<file path="src/rtl/wvsd_pkg.sv">
// Shared types, constants and the arctangent table for the wind speed and direction block.
// No dependencies; every other file of the block refers to this package.
`timescale 1ns / 1ps
`default_nettype none

package wvsd_pkg;

  // Field widths of the channels.
  localparam int IN_W  = 16;
  localparam int OUT_W = 9;
  localparam int CFG_W = 16;

  // Internal datapath widths.
  localparam int XY_W = 35;   // CORDIC x and y, input scaled by 2^16 plus growth
  localparam int Z_W  = 27;   // CORDIC angle in units of 2^-16 degree
  localparam int R_W  = 60;   // speed search remainder
  localparam int D_W  = 48;   // speed search step term
  localparam int K_W  = 9;    // speed in knots
  localparam int L_W  = 56;   // squared magnitude times 5^10

  localparam int ATAN_ENTRIES     = 24;
  localparam int CORDIC_STEPS_DEF = 16;
  localparam int DEG_SHIFT        = 16;

  // Half a turn in units of 2^-16 degree.
  localparam logic signed [Z_W-1:0] HALF_TURN = Z_W'(180 * 65536);

  // Speed search: k knots is reached when (2k-1)^2 * 16 * 51479^2 <= s * 5^10.
  localparam logic [L_W-1:0]        SPEED_MUL = L_W'(9765625);
  localparam logic signed [R_W-1:0] KNOT_C    = R_W'(64'sd42401399056);
  localparam logic signed [D_W-1:0] D_INIT    = -D_W'(64'sd42401399056);

  // Direction arithmetic, in units of 1/3276800 degree. The bias holds the
  // 180 degree turn, half a unit for rounding and an offset of 400 whole
  // degrees that keeps the sum positive before the division.
  localparam logic signed [33:0] ROT_BIAS  = 34'sd1902182400;
  localparam int                 ROT_SHIFT = 17;
  localparam logic [15:0]        RECIP     = 16'd41944;   // ceil(2^20 / 25)
  localparam int                 RECIP_SH  = 20;
  localparam int                 Q_OFFSET  = 400;
  localparam int                 DIR_TURN  = 360;
  localparam int                 LON_HALF  = 18000;
  localparam int                 LON_TURN  = 36000;

  // Configuration register indexes.
  typedef enum logic [1:0] {
    REG_CONE     = 2'd0,
    REG_GRID_REF = 2'd1,
    REG_STATION  = 2'd2
  } cfg_reg_t;

  typedef struct packed {
    logic signed [CFG_W-1:0] cone;
    logic signed [CFG_W-1:0] grid_ref;
    logic signed [CFG_W-1:0] station;
  } cfg_t;

  // Everything one request carries down the row of cells.
  typedef struct packed {
    logic signed [XY_W-1:0] x;
    logic signed [XY_W-1:0] y;
    logic signed [Z_W-1:0]  z;
    logic                   zero;
    logic signed [R_W-1:0]  r;
    logic signed [D_W-1:0]  d;
    logic [K_W-1:0]         k;
  } lane_t;

  // atan(2^-i) in units of 2^-16 degree.
  function automatic logic signed [Z_W-1:0] atan_step(input int i);
    logic signed [Z_W-1:0] a;
    case (i)
      0:       a = Z_W'(2949120);
      1:       a = Z_W'(1740967);
      2:       a = Z_W'(919879);
      3:       a = Z_W'(466945);
      4:       a = Z_W'(234379);
      5:       a = Z_W'(117304);
      6:       a = Z_W'(58666);
      7:       a = Z_W'(29335);
      8:       a = Z_W'(14668);
      9:       a = Z_W'(7334);
      10:      a = Z_W'(3667);
      11:      a = Z_W'(1833);
      12:      a = Z_W'(917);
      13:      a = Z_W'(458);
      14:      a = Z_W'(229);
      15:      a = Z_W'(115);
      16:      a = Z_W'(57);
      17:      a = Z_W'(29);
      18:      a = Z_W'(14);
      19:      a = Z_W'(7);
      20:      a = Z_W'(4);
      21:      a = Z_W'(2);
      22:      a = Z_W'(1);
      default: a = '0;
    endcase
    return a;
  endfunction

endpackage

`default_nettype wire

</file>
<file path="src/rtl/wvsd_front.sv">
// Entry stages: squares of the components, CORDIC pre-rotation, then the scaled magnitude.
// Depends on wvsd_pkg; its output feeds the first cell of the row.
`timescale 1ns / 1ps
`default_nettype none

module wvsd_front (
  input  wire logic                             clk,
  input  wire logic                             load_a,
  input  wire logic                             load_b,
  input  wire logic signed [wvsd_pkg::IN_W-1:0] east,
  input  wire logic signed [wvsd_pkg::IN_W-1:0] north,
  output wvsd_pkg::lane_t                       dout
);

  localparam int XY_W = wvsd_pkg::XY_W;
  localparam int Z_W  = wvsd_pkg::Z_W;

  logic signed [31:0]     prod_e, prod_n;
  logic signed [XY_W-1:0] xs, ys;
  logic [30:0]            sq_e, sq_n;
  logic signed [XY_W-1:0] x_a, y_a;
  logic signed [Z_W-1:0]  z_a;
  logic                   zero_a;
  logic signed [XY_W-1:0] x_a_next, y_a_next;
  logic signed [Z_W-1:0]  z_a_next;
  logic [31:0]            sum_sq;
  logic [wvsd_pkg::L_W-1:0] scaled;
  wvsd_pkg::lane_t        dout_next;

  // The vector is flipped into the right half plane when north is negative.
  always_comb begin
    prod_e = east * east;
    prod_n = north * north;
    xs = {{(XY_W-32){north[15]}}, north, 16'h0000};
    ys = {{(XY_W-32){east[15]}}, east, 16'h0000};
    x_a_next = xs;
    y_a_next = ys;
    z_a_next = '0;
    if (north[15]) begin
      x_a_next = -xs;
      y_a_next = -ys;
      z_a_next = east[15] ? -wvsd_pkg::HALF_TURN : wvsd_pkg::HALF_TURN;
    end
  end

  always_ff @(posedge clk) begin
    if (load_a) begin
      sq_e   <= prod_e[30:0];
      sq_n   <= prod_n[30:0];
      x_a    <= x_a_next;
      y_a    <= y_a_next;
      z_a    <= z_a_next;
      zero_a <= (east == '0) && (north == '0);
    end
  end

  // The search starts at k = 0, where the odd factor 2k-1 is -1.
  always_comb begin
    sum_sq = {1'b0, sq_e} + {1'b0, sq_n};
    scaled = wvsd_pkg::L_W'(sum_sq) * wvsd_pkg::SPEED_MUL;
    dout_next.x    = x_a;
    dout_next.y    = y_a;
    dout_next.z    = z_a;
    dout_next.zero = zero_a;
    dout_next.r    = $signed({{(wvsd_pkg::R_W-wvsd_pkg::L_W){1'b0}}, scaled}) -
                     wvsd_pkg::KNOT_C;
    dout_next.d    = wvsd_pkg::D_INIT;
    dout_next.k    = '0;
  end

  always_ff @(posedge clk) begin
    if (load_b) begin
      dout <= dout_next;
    end
  end

endmodule

`default_nettype wire

</file>
<file path="config.mk">
export PLATFORM = sky130hd
export DESIGN_NAME = wvsd_front
export DESIGN_NICKNAME = d
export VERILOG_FILES = /design/src/rtl/wvsd_pkg.sv /design/src/rtl/wvsd_front.sv
export SDC_FILE = /design/constraint.sdc
export NUM_CORES = 2
export LEC_CHECK = 0
export BUFFER_PORTS_ARGS = -buffer_cell sky130_fd_sc_hd__buf_4
export CORE_UTILIZATION = 35
export DETAILED_ROUTE_END_ITERATION = 12
export GPL_TIMING_DRIVEN = 0
export PLACE_DENSITY = 0.51
export SKIP_CTS_REPAIR_TIMING = 1
export SLEW_MARGIN = 10
export SYNTH_ARGS = -nofsm -noshare
export SYNTH_HDL_FRONTEND = slang
export SYNTH_SLANG_ARGS = --single-unit
</file>
<file path="constraint.sdc">
create_clock -name clk -period 13 [get_ports clk]
set_clock_uncertainty 0.2 [all_clocks]
set_input_delay 1.3 -clock clk [delete_from_list [all_inputs] [get_ports clk]]
set_output_delay 1.3 -clock clk [all_outputs]
set_load 0.05 [all_outputs]
</file>
Word-level counts from Yosys, hierarchy flattened
Index checks and enable logic that the tools add are counted.
{"block": "classes", "n_reduce_logical": 3, "mul": 3, "mux": 3, "addsub": 4}
{"cell": "$neg 32->35", "n": 2}
{"cell": "$mul 16x16->31", "n": 2}
{"cell": "$sub 56x36->57 const B", "n": 1}
{"cell": "$mul 32x24->56 const B", "n": 1}
{"cell": "$mux 35", "n": 1}
{"cell": "$add 31x31->32", "n": 1}
{"cell": "$logic_not 16->1", "n": 2}
{"cell": "$mux 31", "n": 1}
{"cell": "$mux 27", "n": 1}
{"cell": "$logic_and 1x1->1", "n": 1}
{"block": "totals", "input_bits": 35, "reg_bits": 318, "out_inout_bits": 215, "word_cells": 26}

Depth between registers and ports, before layout
{"block": "logic_depth", "ltp_word": 3, "depth_mapped": 37, "depth_no_buf": 36}

Worst setup path before layout
No wires, ideal clock.
{"block": "synth_timing", "path_kind": "reg2reg", "from": "register sq_e[2]", "to": "register dout[111] (netlist name), data pin", "setup_ns": 0.135, "setup_slack_ns": 3.738, "period_less_slack_ns": 9.262, "n_path_buf": 1, "path_stages_with_launch": 37, "t_arrival_ns": 8.927, "required_time_ns": 12.665, "path_cell_list": "edfxtp_1 > ha_1 > inv_1 > fa_1 > nor2b_1 > o21bai_1 > a21oi_1 > a311o_1 > a2111oi_0 > o21a_1 > xnor2_1 > inv_1 > fa_1 > inv_1 > ha_1 > xnor2_1 > fa_1 > inv_1 > fa_1 > inv_1 > fa_1 > inv_1 > fa_1 > inv_1 > fa_1 > inv_1 > ha_1 > clkbuf_1 > a21oi_1 > o21ai_0 > a31oi_1 > nand3b_1 > o21ai_4 > o31ai_2 > a311o_1 > or4b_1 > nand3_1"}
{"item": "from (decl)", "line_no": "wvsd_front.sv:20", "text": "logic [30:0] sq_e, sq_n;"}
{"item": "from (signal assigned)", "line_no": "wvsd_front.sv:48", "text": "sq_e <= prod_e[30:0];"}
{"item": "to (signal assigned)", "line_no": "wvsd_front.sv:73", "text": "dout <= dout_next;"}
{"item": "to (decl)", "line_no": "wvsd_front.sv:12", "text": "output wvsd_pkg::lane_t dout"}

==> metrics.cfg <==
[critical_path]
crit_fanout = 10
start_kind = flip-flop
critPathKind = flip-flop to flip-flop
cp.arrival_ps = 10820
endpoint_kind = flip-flop
worst_path_largest_cell_delay_ps = 770
slowest_stage = xor2_1
worstPathRequired_ps = 13090

[worst_hold_path]
worst_hold_path_type = flip-flop to flip-flop

[logic_synthesis]
synth_cell_types = 67
yosys.area_share.simple_pct = 7.22
yosysWarnings = 0
ys_seq_area_share_pct = 15.0
synth_top_cell_by_area = fa_1
synth_cells = 3962
yosys-top-cells-area = fa_1 36%, ha_1 17%, edfxtp_1 15%, inv_1 10%, xnor2_1 3.3%
synth_top_area_share_pct = 35.9
synth_flop_cell = edfxtp_1
synth_fa_ha_area_share_pct = 52.8
synth_compound_area_share_pct = 6.87
synth_area_sq_um = 39800
yosysMostFrequentCell = inv_1
async_reset_ff_share_pct = 0
synth_top_family_by_area = adder cells
synth-edff-count = 199
synthXorXnorAreaFrac_pct = 4.73
synth_seq_cells = 199
synthMuxAreaShare_pct = 0.264
avgSynthCellArea_sq_um = 10.1
synth_commonest_cells = 1070 x inv_1, 714 x fa_1, 538 x ha_1

[sta]
period_needed_ps = 10730
slew_viol_final = 0
finalSetupViolCount = 0
setup_tns_ps = 0
worst_slack_ps = 2270
rsz0062_at_grt = false
hold_viol = 0
finalCritPeriodShare_pct = 82.5
slew_headroom_pct = 12.0
worst_hold_slack_ps = 222
max_slew.worst_pin.slew_ps = 1310
fmax_ghz = 0.0932

[placed_design]
port_buffers = 137
hpwl_um = 83000
place_congestion = 0.861
place_ws_ps = 2100

[global_route]
grt_pass1_wl_um = 154000
grt_pass1_vias = 27600
grt_usage_pct = 17.2
antenna_found_initial = 3
grt_max_degree = 101
grt.overflow.total = 0

[route]
num_vias = 26200
wl_um = 96500
firstDrtPassIters = 5
viasPerCell = 4.56
wl_per_cell_um = 16.8
drc = 0
drt-initial-drc-count = 1108
antenna_left = 0

[clock_network]
clkSlewWorstSetupHoldPaths_ps = 100
clk_path_buf_depth = 2
root_buffer = clkbuf_16
htreeDepth = 4
numCtsBuffers = 17
cts_tree = built
clk-insertion-delay-late_ps = 530
clkSinkCount = 199

[cells_and_area]
fin_nets = 5518
drive_gt1_share_pct = 7.61
area_delta_synth_final_pct = 10.2

[floorplanning]
start_util_pct = 35.3
rows = 123
die-area_sq_um = 115000
pin_count = 250
die_width_um = 339
fp.dieH_um = 339
coreArea_sq_um = 113000

[run_status]
status = finished, final reports clean

[flow_run]
cap_viol_max_count = 0

==> final timing paths <==
kind                                from         to  slack, ps  cells past startpoint
worst min register to register   x_a[31]  dout[211]        220                      0
worst min-delay path             x_a[31]  dout[211]        220                      0
worst max register to register  sq_n[13]  dout[110]       2270                     34
worst max-delay path            sq_n[13]  dout[110]       2270                     34
==> sequential cells by signal, summed over array words and instances, names as in the netlist <==
| signal | cells |
|---|---|
| x_a | 18 |
| z_a | 3 |
| sq_e | 30 |
| y_a | 18 |
| dout | 99 |
| sq_n | 30 |
| zero_a | 1 |
==> placed cells by master (no fill, tap or decap), drive strengths merged, types with 6 or more instances in the layout <==
cell type	n
o21a	15
nand4	10
o41ai	7
or2	11
o311ai	6
o31ai	10
a211oi	20
a31oi	12
buf	265
edfxtp	199
nand2	204
a2111oi	6
xnor2	150
and3	19
xor2	65
conb	110
clkbuf	84
nand2b	30
nor2	144
inv	1082
nor3	25
ha	538
nor2b	22
o21bai	19
and2	71
clkinv	13
o21ai	68
or3	9
nand3	27
mux2i	6
o211ai	11
a21oi	107
fa	714
or4	10
nor4	6
a21o	85
==> per-layer routing <==
metal	GRT usage, %	wire length (um)	vias to the layer above
li1	-	-	12600
met1	23.5	44800	13200
met2	29.4	47400	364
met3	2.11	3160	58
met4	3.12	1140	2
met5	0	13	-
==> metrics by stage <==
stage / instances / util [%] / area, sq um
global route: 5744 / 38.9 / 43900
detailed placement: 5712 / 38.4 / 43300
global placement: 5707 / 38.3 / 43100
floorplan: 4070 / - / 40200
CTS: 5744 / 38.9 / 43900
finish: 5745 / 38.9 / 43900
==> layout make-up <==
type / instances / area (sq um)
Timing Repair Buffer: 142 / 1110
Sequential cell: 199 / 5980
Inverter: 1080 / 4050
Tap cell: 1500 / 1880
Fill cell: 11400 / 68800
Antenna cell: 1 / 2.50
Clock inverter: 15 / 171
Clock buffer: 17 / 425
Buffer: 190 / 1150
Multi-Input combinational cell: 2601 / 29100
==> cells by family after synthesis <==
logic type                 after synthesis
xor gates and xnor gates               215
and+or+nand+nor                        602
other                                    2
DFF                                    199
AOI/OAI and AO/OA                      411
buffers and inverters                 1270
adders and majority gates             1253
muxes                                   10
==> worst max-delay path: cells and delay by family (launching register included) <==
kind / cells / cell delay (ps)
flip-flops: 1 / 400
AO/OA/AOI/OAI: 11 / 2580
adder cells (fa/ha/maj): 10 / 4250
buffers and inverters: 6 / 500
AND/OR/NAND/NOR: 5 / 1700
XOR/XNOR: 2 / 860
Power is not shown: default switching activity piles up to over one toggle a cycle in this logic, so the estimate is an artifact.
