<file path="src/rtl/wvsd_pkg.sv">
// Shared types, constants and the arctangent table for the wind speed and direction block.
// No dependencies; every other file of the block refers to this package.
`timescale 1ns / 1ps
`default_nettype none

package wvsd_pkg;

  // Field widths of the channels.
  localparam int IN_W  = 16;
  localparam int OUT_W = 9;
  localparam int CFG_W = 16;

  // Internal datapath widths.
  localparam int XY_W = 35;   // CORDIC x and y, input scaled by 2^16 plus growth
  localparam int Z_W  = 27;   // CORDIC angle in units of 2^-16 degree
  localparam int R_W  = 60;   // speed search remainder
  localparam int D_W  = 48;   // speed search step term
  localparam int K_W  = 9;    // speed in knots
  localparam int L_W  = 56;   // squared magnitude times 5^10

  localparam int ATAN_ENTRIES     = 24;
  localparam int CORDIC_STEPS_DEF = 16;
  localparam int DEG_SHIFT        = 16;

  // Half a turn in units of 2^-16 degree.
  localparam logic signed [Z_W-1:0] HALF_TURN = Z_W'(180 * 65536);

  // Speed search: k knots is reached when (2k-1)^2 * 16 * 51479^2 <= s * 5^10.
  localparam logic [L_W-1:0]        SPEED_MUL = L_W'(9765625);
  localparam logic signed [R_W-1:0] KNOT_C    = R_W'(64'sd42401399056);
  localparam logic signed [D_W-1:0] D_INIT    = -D_W'(64'sd42401399056);

  // Direction arithmetic, in units of 1/3276800 degree. The bias holds the
  // 180 degree turn, half a unit for rounding and an offset of 400 whole
  // degrees that keeps the sum positive before the division.
  localparam logic signed [33:0] ROT_BIAS  = 34'sd1902182400;
  localparam int                 ROT_SHIFT = 17;
  localparam logic [15:0]        RECIP     = 16'd41944;   // ceil(2^20 / 25)
  localparam int                 RECIP_SH  = 20;
  localparam int                 Q_OFFSET  = 400;
  localparam int                 DIR_TURN  = 360;
  localparam int                 LON_HALF  = 18000;
  localparam int                 LON_TURN  = 36000;

  // Configuration register indexes.
  typedef enum logic [1:0] {
    REG_CONE     = 2'd0,
    REG_GRID_REF = 2'd1,
    REG_STATION  = 2'd2
  } cfg_reg_t;

  typedef struct packed {
    logic signed [CFG_W-1:0] cone;
    logic signed [CFG_W-1:0] grid_ref;
    logic signed [CFG_W-1:0] station;
  } cfg_t;

  // Everything one request carries down the row of cells.
  typedef struct packed {
    logic signed [XY_W-1:0] x;
    logic signed [XY_W-1:0] y;
    logic signed [Z_W-1:0]  z;
    logic                   zero;
    logic signed [R_W-1:0]  r;
    logic signed [D_W-1:0]  d;
    logic [K_W-1:0]         k;
  } lane_t;

  // atan(2^-i) in units of 2^-16 degree.
  function automatic logic signed [Z_W-1:0] atan_step(input int i);
    logic signed [Z_W-1:0] a;
    case (i)
      0:       a = Z_W'(2949120);
      1:       a = Z_W'(1740967);
      2:       a = Z_W'(919879);
      3:       a = Z_W'(466945);
      4:       a = Z_W'(234379);
      5:       a = Z_W'(117304);
      6:       a = Z_W'(58666);
      7:       a = Z_W'(29335);
      8:       a = Z_W'(14668);
      9:       a = Z_W'(7334);
      10:      a = Z_W'(3667);
      11:      a = Z_W'(1833);
      12:      a = Z_W'(917);
      13:      a = Z_W'(458);
      14:      a = Z_W'(229);
      15:      a = Z_W'(115);
      16:      a = Z_W'(57);
      17:      a = Z_W'(29);
      18:      a = Z_W'(14);
      19:      a = Z_W'(7);
      20:      a = Z_W'(4);
      21:      a = Z_W'(2);
      22:      a = Z_W'(1);
      default: a = '0;
    endcase
    return a;
  endfunction

endpackage

`default_nettype wire

</file>
<file path="src/rtl/wvsd_back.sv">
// Exit stages: grid rotation, rounding and wrap of the direction, and the result register.
// Depends on wvsd_pkg; takes the last cell's lane and the configuration registers.
`timescale 1ns / 1ps
`default_nettype none

module wvsd_back (
  input  wire logic                        clk,
  input  wire logic                        load_a,
  input  wire logic                        load_b,
  input  wire wvsd_pkg::cfg_t              cfg,
  input  wire wvsd_pkg::lane_t             din,
  output logic [wvsd_pkg::OUT_W-1:0]       speed,
  output logic [wvsd_pkg::OUT_W-1:0]       direction
);

  localparam logic signed [17:0] HALF18  = 18'(wvsd_pkg::LON_HALF);
  localparam logic signed [17:0] TURN18  = 18'(wvsd_pkg::LON_TURN);
  localparam logic signed [17:0] HALF3   = 18'(3 * wvsd_pkg::LON_HALF);
  localparam logic signed [17:0] TURN2   = 18'(2 * wvsd_pkg::LON_TURN);
  localparam logic signed [11:0] DTURN   = 12'(wvsd_pkg::DIR_TURN);
  localparam logic signed [11:0] QOFF    = 12'(wvsd_pkg::Q_OFFSET);
  localparam int                 U_W     = 15;

  logic signed [17:0] dlon_raw, dlon_next;
  logic signed [15:0] dlon;
  logic signed [31:0] rot;
  logic signed [33:0] bias;

  logic signed [wvsd_pkg::Z_W-1:0] angle;
  logic signed [33:0]              a50, t_sum;
  logic [U_W-1:0]                  u;
  logic [wvsd_pkg::K_W-1:0]        k_a;
  logic [30:0]                     q_prod;
  logic signed [11:0]              w_raw, w_next;

  // Longitude difference wrapped into plus or minus 180 degrees.
  always_comb begin
    dlon_raw = 18'(cfg.grid_ref) - 18'(cfg.station);
    if (dlon_raw > HALF3) begin
      dlon_next = dlon_raw - TURN2;
    end else if (dlon_raw > HALF18) begin
      dlon_next = dlon_raw - TURN18;
    end else if (dlon_raw < -HALF3) begin
      dlon_next = dlon_raw + TURN2;
    end else if (dlon_raw < -HALF18) begin
      dlon_next = dlon_raw + TURN18;
    end else begin
      dlon_next = dlon_raw;
    end
    rot = cfg.cone * dlon;
  end

  always_ff @(posedge clk) begin
    dlon <= dlon_next[15:0];
    bias <= wvsd_pkg::ROT_BIAS - 34'(rot);
  end

  // A zero vector has no angle; it is taken as zero.
  always_comb begin
    angle = din.zero ? '0 : din.z;
    a50   = 34'(angle) * 34'sd50;
    t_sum = a50 + bias;
  end

  always_ff @(posedge clk) begin
    if (load_a) begin
      u   <= t_sum[wvsd_pkg::ROT_SHIFT +: U_W];
      k_a <= din.k;
    end
  end

  // Division by 25 through the reciprocal, exact for every value of u.
  always_comb begin
    q_prod = 31'(u) * 31'(wvsd_pkg::RECIP);
    w_raw  = $signed({1'b0, q_prod[30:wvsd_pkg::RECIP_SH]}) - QOFF;
    if (w_raw > DTURN) begin
      w_next = w_raw - DTURN;
    end else if (w_raw < 12'sd0) begin
      w_next = w_raw + DTURN;
    end else begin
      w_next = w_raw;
    end
  end

  always_ff @(posedge clk) begin
    if (load_b) begin
      speed     <= k_a;
      direction <= w_next[wvsd_pkg::OUT_W-1:0];
    end
  end

endmodule

`default_nettype wire

</file>
<file path="config.mk">
export PLATFORM = sky130hd
export DESIGN_NAME = wvsd_back
export DESIGN_NICKNAME = d
export VERILOG_FILES = /design/src/rtl/wvsd_pkg.sv /design/src/rtl/wvsd_back.sv
export SDC_FILE = /design/constraint.sdc
export NUM_CORES = 1
export LEC_CHECK = 0
export BUFFER_PORTS_ARGS = -buffer_cell sky130_fd_sc_hd__buf_2
export CAP_MARGIN = 20
export CORE_UTILIZATION = 61
export CTS_CLUSTER_SIZE = 25
export DETAILED_ROUTE_END_ITERATION = 12
export PLACE_DENSITY = 0.94
export SETUP_SLACK_MARGIN = 0.15
export SLEW_MARGIN = 20
export SYNTH_ARGS = -nofsm -noshare
export SYNTH_HDL_FRONTEND = slang
export SYNTH_SLANG_ARGS = --single-unit
</file>
<file path="constraint.sdc">
create_clock -name clk -period 18.4 [get_ports clk]
set_clock_uncertainty 0.05 [all_clocks]
set_input_delay 0 -clock clk [delete_from_list [all_inputs] [get_ports clk]]
set_output_delay 0 -clock clk [all_outputs]
set_load 0.02 [all_outputs]
</file>
Yosys cells after proc, flatten, opt, wreduce, memory -nomap -nowiden
Cells that the tools add are included.
Word-level totals
  register bits after elaboration: 90
  bits in latches: 0
  RAM bits: 0
  memory bits (read-only): 0
  input bits: 266
  output and inout port bits: 18
  word-level logic and storage cells: 32
  memories: 0
Operators by class
  add/subtract/negate cells: 10
  $mul: 3
  div/mod/pow operators: 0
  order comparisons: 6
  equal/unequal tests: 0
  shift operators: 0
  mux-type cells: 7
  bitwise logic cells: 0
  reduce and logical (&&, ||, !) cells: 0
Operators by type and width (count)
  16-bit 2-to-1 mux: 4
  32-bit adder: 1
  16-bit by 16-bit multiplier with 32-bit output: 1
  32-bit subtractor (first input constant): 1
  27-bit by 6-bit multiplier with 31-bit output (second input constant): 1
  15-bit by 13-bit multiplier with 28-bit output (second input constant): 1
  27-bit 2-to-1 mux: 1
  9-bit 2-to-1 mux: 2
  17-bit by 16-bit > comparator with 1-bit output (second input constant): 1
  17-bit > comparator (second input constant): 1
  17-bit by 16-bit < comparator with 1-bit output (second input constant): 1
  17-bit < comparator (second input constant): 1
  16-bit by 16-bit subtractor with 17-bit output: 1
  16-bit by 14-bit adder with 16-bit output (second input constant): 1
  16-bit adder (second input constant): 1
  16-bit by 14-bit subtractor with 16-bit output (second input constant): 1
  16-bit subtractor (second input constant): 1
  12-bit by 10-bit > comparator with 1-bit output (second input constant): 1
  12-bit by 1-bit < comparator with 1-bit output (second input constant): 1
  11-bit by 9-bit subtractor with 12-bit output (second input constant): 1
  9-bit adder (second input constant): 1
  9-bit subtractor (second input constant): 1

Longest topological paths before layout
  depth after elaboration: 6
  gate-level depth with buffers: 33
  gate-level depth less buffers: 32

Least setup slack after synthesis
No wires, ideal clock.
  kind: register -> register
  start: register u[11]
  end: register direction[6] in the netlist's numbering, data pin
  setup time: 0.272 ns
  arrival: 6.598 ns
  required time: 18.078 ns
  setup slack: 11.480 ns
  cell stages (with the launch flop): 30
  buffers on the path: 0
  clock period less this slack: 6.920 ns
  path through: edfxtp_1 fa_1 ha_1 inv_1 fa_1 inv_1 fa_1 inv_1 fa_1 inv_1 ha_1 a21o_1 a21oi_1 nor2b_1 and4_1 o21a_2 nor2_1 xnor2_1 inv_1 ha_1 nor4b_1 a31o_2 a21oi_1 o211ai_1 a311oi_1 a211oi_1 xnor2_1 a22o_1 a31oi_1 xor2_1
On the way
  longest elaborated chain between the ends: 5
  elaborated cells on any way between the ends: 8
  classes of those cells: add/sub (3); mul (1); order compare (2); mux (2)
Ends and longest elaborated chain
  start: declaration: line wvsd_back.sv:31  | logic [U_W-1:0] u;
  start signal: assignment: line wvsd_back.sv:67  | u <= t_sum[wvsd_pkg::ROT_SHIFT +: U_W];
  15-bit by 13-bit multiplier with 28-bit output *: line wvsd_back.sv:74  | q_prod = 31'(u) * 31'(wvsd_pkg::RECIP);
  11-bit by 9-bit subtractor with 12-bit output *: line wvsd_back.sv:75  | w_raw = $signed({1'b0, q_prod[30:wvsd_pkg::RECIP_SH]}) - QOFF;
  12-bit by 1-bit < comparator with 1-bit output or 9-bit adder (tied branches): line wvsd_back.sv:78, wvsd_back.sv:79
  9-bit 2-to-1 mux: line wvsd_back.sv:78  | end else if (w_raw < 12'sd0) begin
  9-bit 2-to-1 mux *: line wvsd_back.sv:76  | if (w_raw > DTURN) begin
  named net w_next[6]: line wvsd_back.sv:34  | logic signed [11:0] w_raw, w_next;
  end signal: assignment: line wvsd_back.sv:88  | direction <= w_next[wvsd_pkg::OUT_W-1:0];
  end: declaration: line wvsd_back.sv:13  | output logic [wvsd_pkg::OUT_W-1:0] direction
Mark *: on every way through the listed nets, which the timed path passes. The rest lies on a longest branch.
A chain may end at the register's enable or synchronous reset.

Final worst setup path
  start: register u[13]
  end: register direction[4] in the netlist's numbering, data pin
The elaborated chain is that of the path after synthesis.

==> flow_metrics.tcl <==
set metrics [dict create \
    rows 68 \
    ys.flop_type "dfxtp_1" \
    setup_viol 0 \
    drc 0 \
    antenna_found_initial 0 \
    drive_gt1_share_pct 6.440 \
    design_area_mm2 0.02320 \
    die_h_um 191.2 \
    max-cap-violations 0 \
    slowest_stage "edfxtp_1" \
    postCtsSetupRepairBufs 0 \
    die_w_um 191.2 \
    synthCells 2319 \
    detail_route.first_pass.iterations 5 \
    crit_path_end_kind "flop" \
    timing.final.max_slew_violations 0 \
    first_iter_violations 1027 \
    gp_congestion 0.9065 \
    drtAntennaViolNets 0 \
    via_count 16370 \
    place_ws_ps 10280 \
    tightest_slew_ps 883.3 \
    status "complete, no violations" \
    period_share_pct 45.69 \
    crit_fanout 8 \
    rsz0062_at_grt "false" \
    cts_buffers 9 \
    hold_path_class "in -> reg" \
    ys_types 85 \
    synth-async-reset-ratio_pct 0 \
    post_dp_cell_area_mm2 0.02275 \
    clockBufferDepth 2 \
    reg2reg_slack_ps 9990 \
    dp_hpwl_um 41220 \
    synth_nets 3286 \
    insertion_delay_ps 390 \
    crit_required_ps 18460 \
    grt_pass1_vias 18280 \
    routed_wirelength_um 50230 \
    finalCriticalPeriod_ps 8408 \
    max_freq_ghz 0.1189 \
    relSlewSlack_pct 41.11 \
    synth_area_mm2 0.02184 \
    fin_util_pct 66.51 \
    rr_worst_depth 27 \
    wl_per_cell_um 17.54 \
    ys_seq_area_share_pct 10.08 \
    clk_pin_slew_ps 80 \
    tns_ps 0 \
    criticalPathCategory "reg -> reg" \
    cts_tree "done" \
    port_buffers 105 \
    clock_sinks 89 \
    grt_first_pass_wirelength_um 85130 \
    cp.arrival_ps 8460 \
    synth_edf_count 42 \
    cts_max_level 3 \
    cpPeakStageDelay_ps 590 \
    ios 284 \
    hold_viol_final 0 \
    grt_use_total_pct 29.38 \
    setup_ws_ps 9992 \
    viasPerCell 5.718 \
    grt_overflow 0 \
    cts_root_buf "clkbuf_16" \
    ys_warn_count 0 \
    synth-seq-cells 89 \
    postSynthAreaPerCell_um2 9.420 \
    start_util_pct 62.62 \
    nets 3369 \
    grt_max_degree 29 \
    dieArea_mm2 0.03657 \
    area_growth_pct 6.203 \
    startpoint_type "flop" \
    hold_depth 3 \
    core_area_mm2 0.03488 \
]
## routing by layer
layer / vias up / GRT usage, % / share of wire, %
li1: 7552 / - / -
met1: 8109 / 33.68 / 39
met2: 565 / 54.85 / 52
met3: 145 / 4.057 / 5.5
met4: 0 / 11.32 / 3.4
met5: - / 0 / 0
## layout make-up
type	instances	area, µm²
multi-input cells	1668	17520
inverters	516	1937
flip-flops and latches	89	2202
clock buffers	9	225.2
diodes	1	2.502
well taps	455	569.3
repair buffers	118	653.1
clock inverters	7	92.59
fillers	2540	11680
## flip-flops by register name, indices dropped and copies added (netlist names)
register / count
bias: 31
direction: 9
dlon: 16
k_a: 9
speed: 9
u: 15
## synth_stat cells, drive strengths merged, types with 3 or more instances
cell     instances  area, µm²
o21bai          10      75.07
o31a             7      61.31
o22ai            3      18.77
fa             363       7267
or3             12      80.08
nand2b          37      231.5
o31ai            5      37.54
nor2            71      266.5
a31oi           12      81.33
buf              6      42.54
clkbuf          40      150.1
nor3            28      162.7
mux2i            9      90.09
and3             7      43.79
a311oi           4      35.03
nand4            5      31.28
o311ai           5      51.31
o221ai           4      35.03
a2111oi          4      35.03
nor2b           38      237.7
ha             338       4229
o211ai          10      90.09
nor3b            3      22.52
inv            516       1937
a21oi           82      410.4
nand2          161      604.3
a211o            3      26.28
xor2            30      262.8
nand3           24      120.1
a32oi            3      26.28
a21o            26      195.2
a22o             3      26.28
or2              7      48.80
dfxtp           47      940.9
nand3b           3      22.52
a221oi           4      35.03
edfxtp          42       1261
xnor2           86      787.0
and2           143      895.9
nor4             5      37.53
o21a            16      121.4
a21boi           6      45.04
o21ai           45      229.0
a211oi          11      87.58
and4             5      45.04
## cells by family after synthesis
| logic type | after synthesis | share of synthesized area (%) |
|---|---|---|
| compound gates | 286 | 8.912 |
| xor+xnor | 117 | 4.909 |
| fa+ha+maj | 701 | 52.63 |
| buf+inv | 562 | 9.748 |
| flops | 89 | 10.08 |
| mux | 10 | 0.4640 |
| simple gates | 554 | 13.26 |
## per-stage QoR
| stage | hold WS (ps) | std cells |
|---|---|---|
| 6_report | 16.09 | 2863 |
| 5_1_grt | 43.54 | 2862 |
| 4_1_cts | 6.592 | 2862 |
| 3_5_place_dp | 128.5 | 2834 |
| 3_3_place_gp | 128.1 | 2834 |
| 2_1_floorplan | 48.87 | 2319 |
## placed cells by master, fill, tap and decap left out, types with 7 or more instances in the layout
cell	instances
ha_1	338
dfxtp_1	47
xnor2_1	83
a31oi_1	11
nor2_1	71
edfxtp_1	42
fa_1	363
or3_1	11
o211ai_1	7
inv_1	515
and3_1	7
nand3_1	24
o21bai_1	10
nor2b_1	38
clkbuf_16	9
dlygate4sd3_1	12
buf_2	105
a211oi_1	10
and2_1	142
o21a_1	15
o21ai_0	40
xor2_1	30
nand2b_1	37
a21oi_1	82
mux2i_1	9
nor3_1	25
a21o_1	26
nand2_1	161
o31a_1	7
## worst paths after layout
check,from,endpoint
hold reg to reg,k_a[1],speed[1]
hold / removal,cfg[19],dlon[3]
setup / recovery,u[13],direction[4]
setup reg to reg,u[13],direction[4]
## worst max-delay path, delay by kind of cell (launching register included)
kind                     cells  cell delay, ps
buffers and inverters        4             460
adder cells (fa/ha/maj)      7            3090
flip-flops                   1             590
XOR/XNOR                     2             710
AND/OR/NAND/NOR              5             900
AO/OA/AOI/OAI                9            2310
## repair_timing
item | in CTS | in global routing
endpoints found under the hold margin | 11 | 0
gates resized for setup | 0 | 0
hold buffers | 12 | 0
setup endpoints to repair | 0 | 0
Power is not shown: default switching activity piles up to over one toggle a cycle in this logic, so the estimate is an artifact.
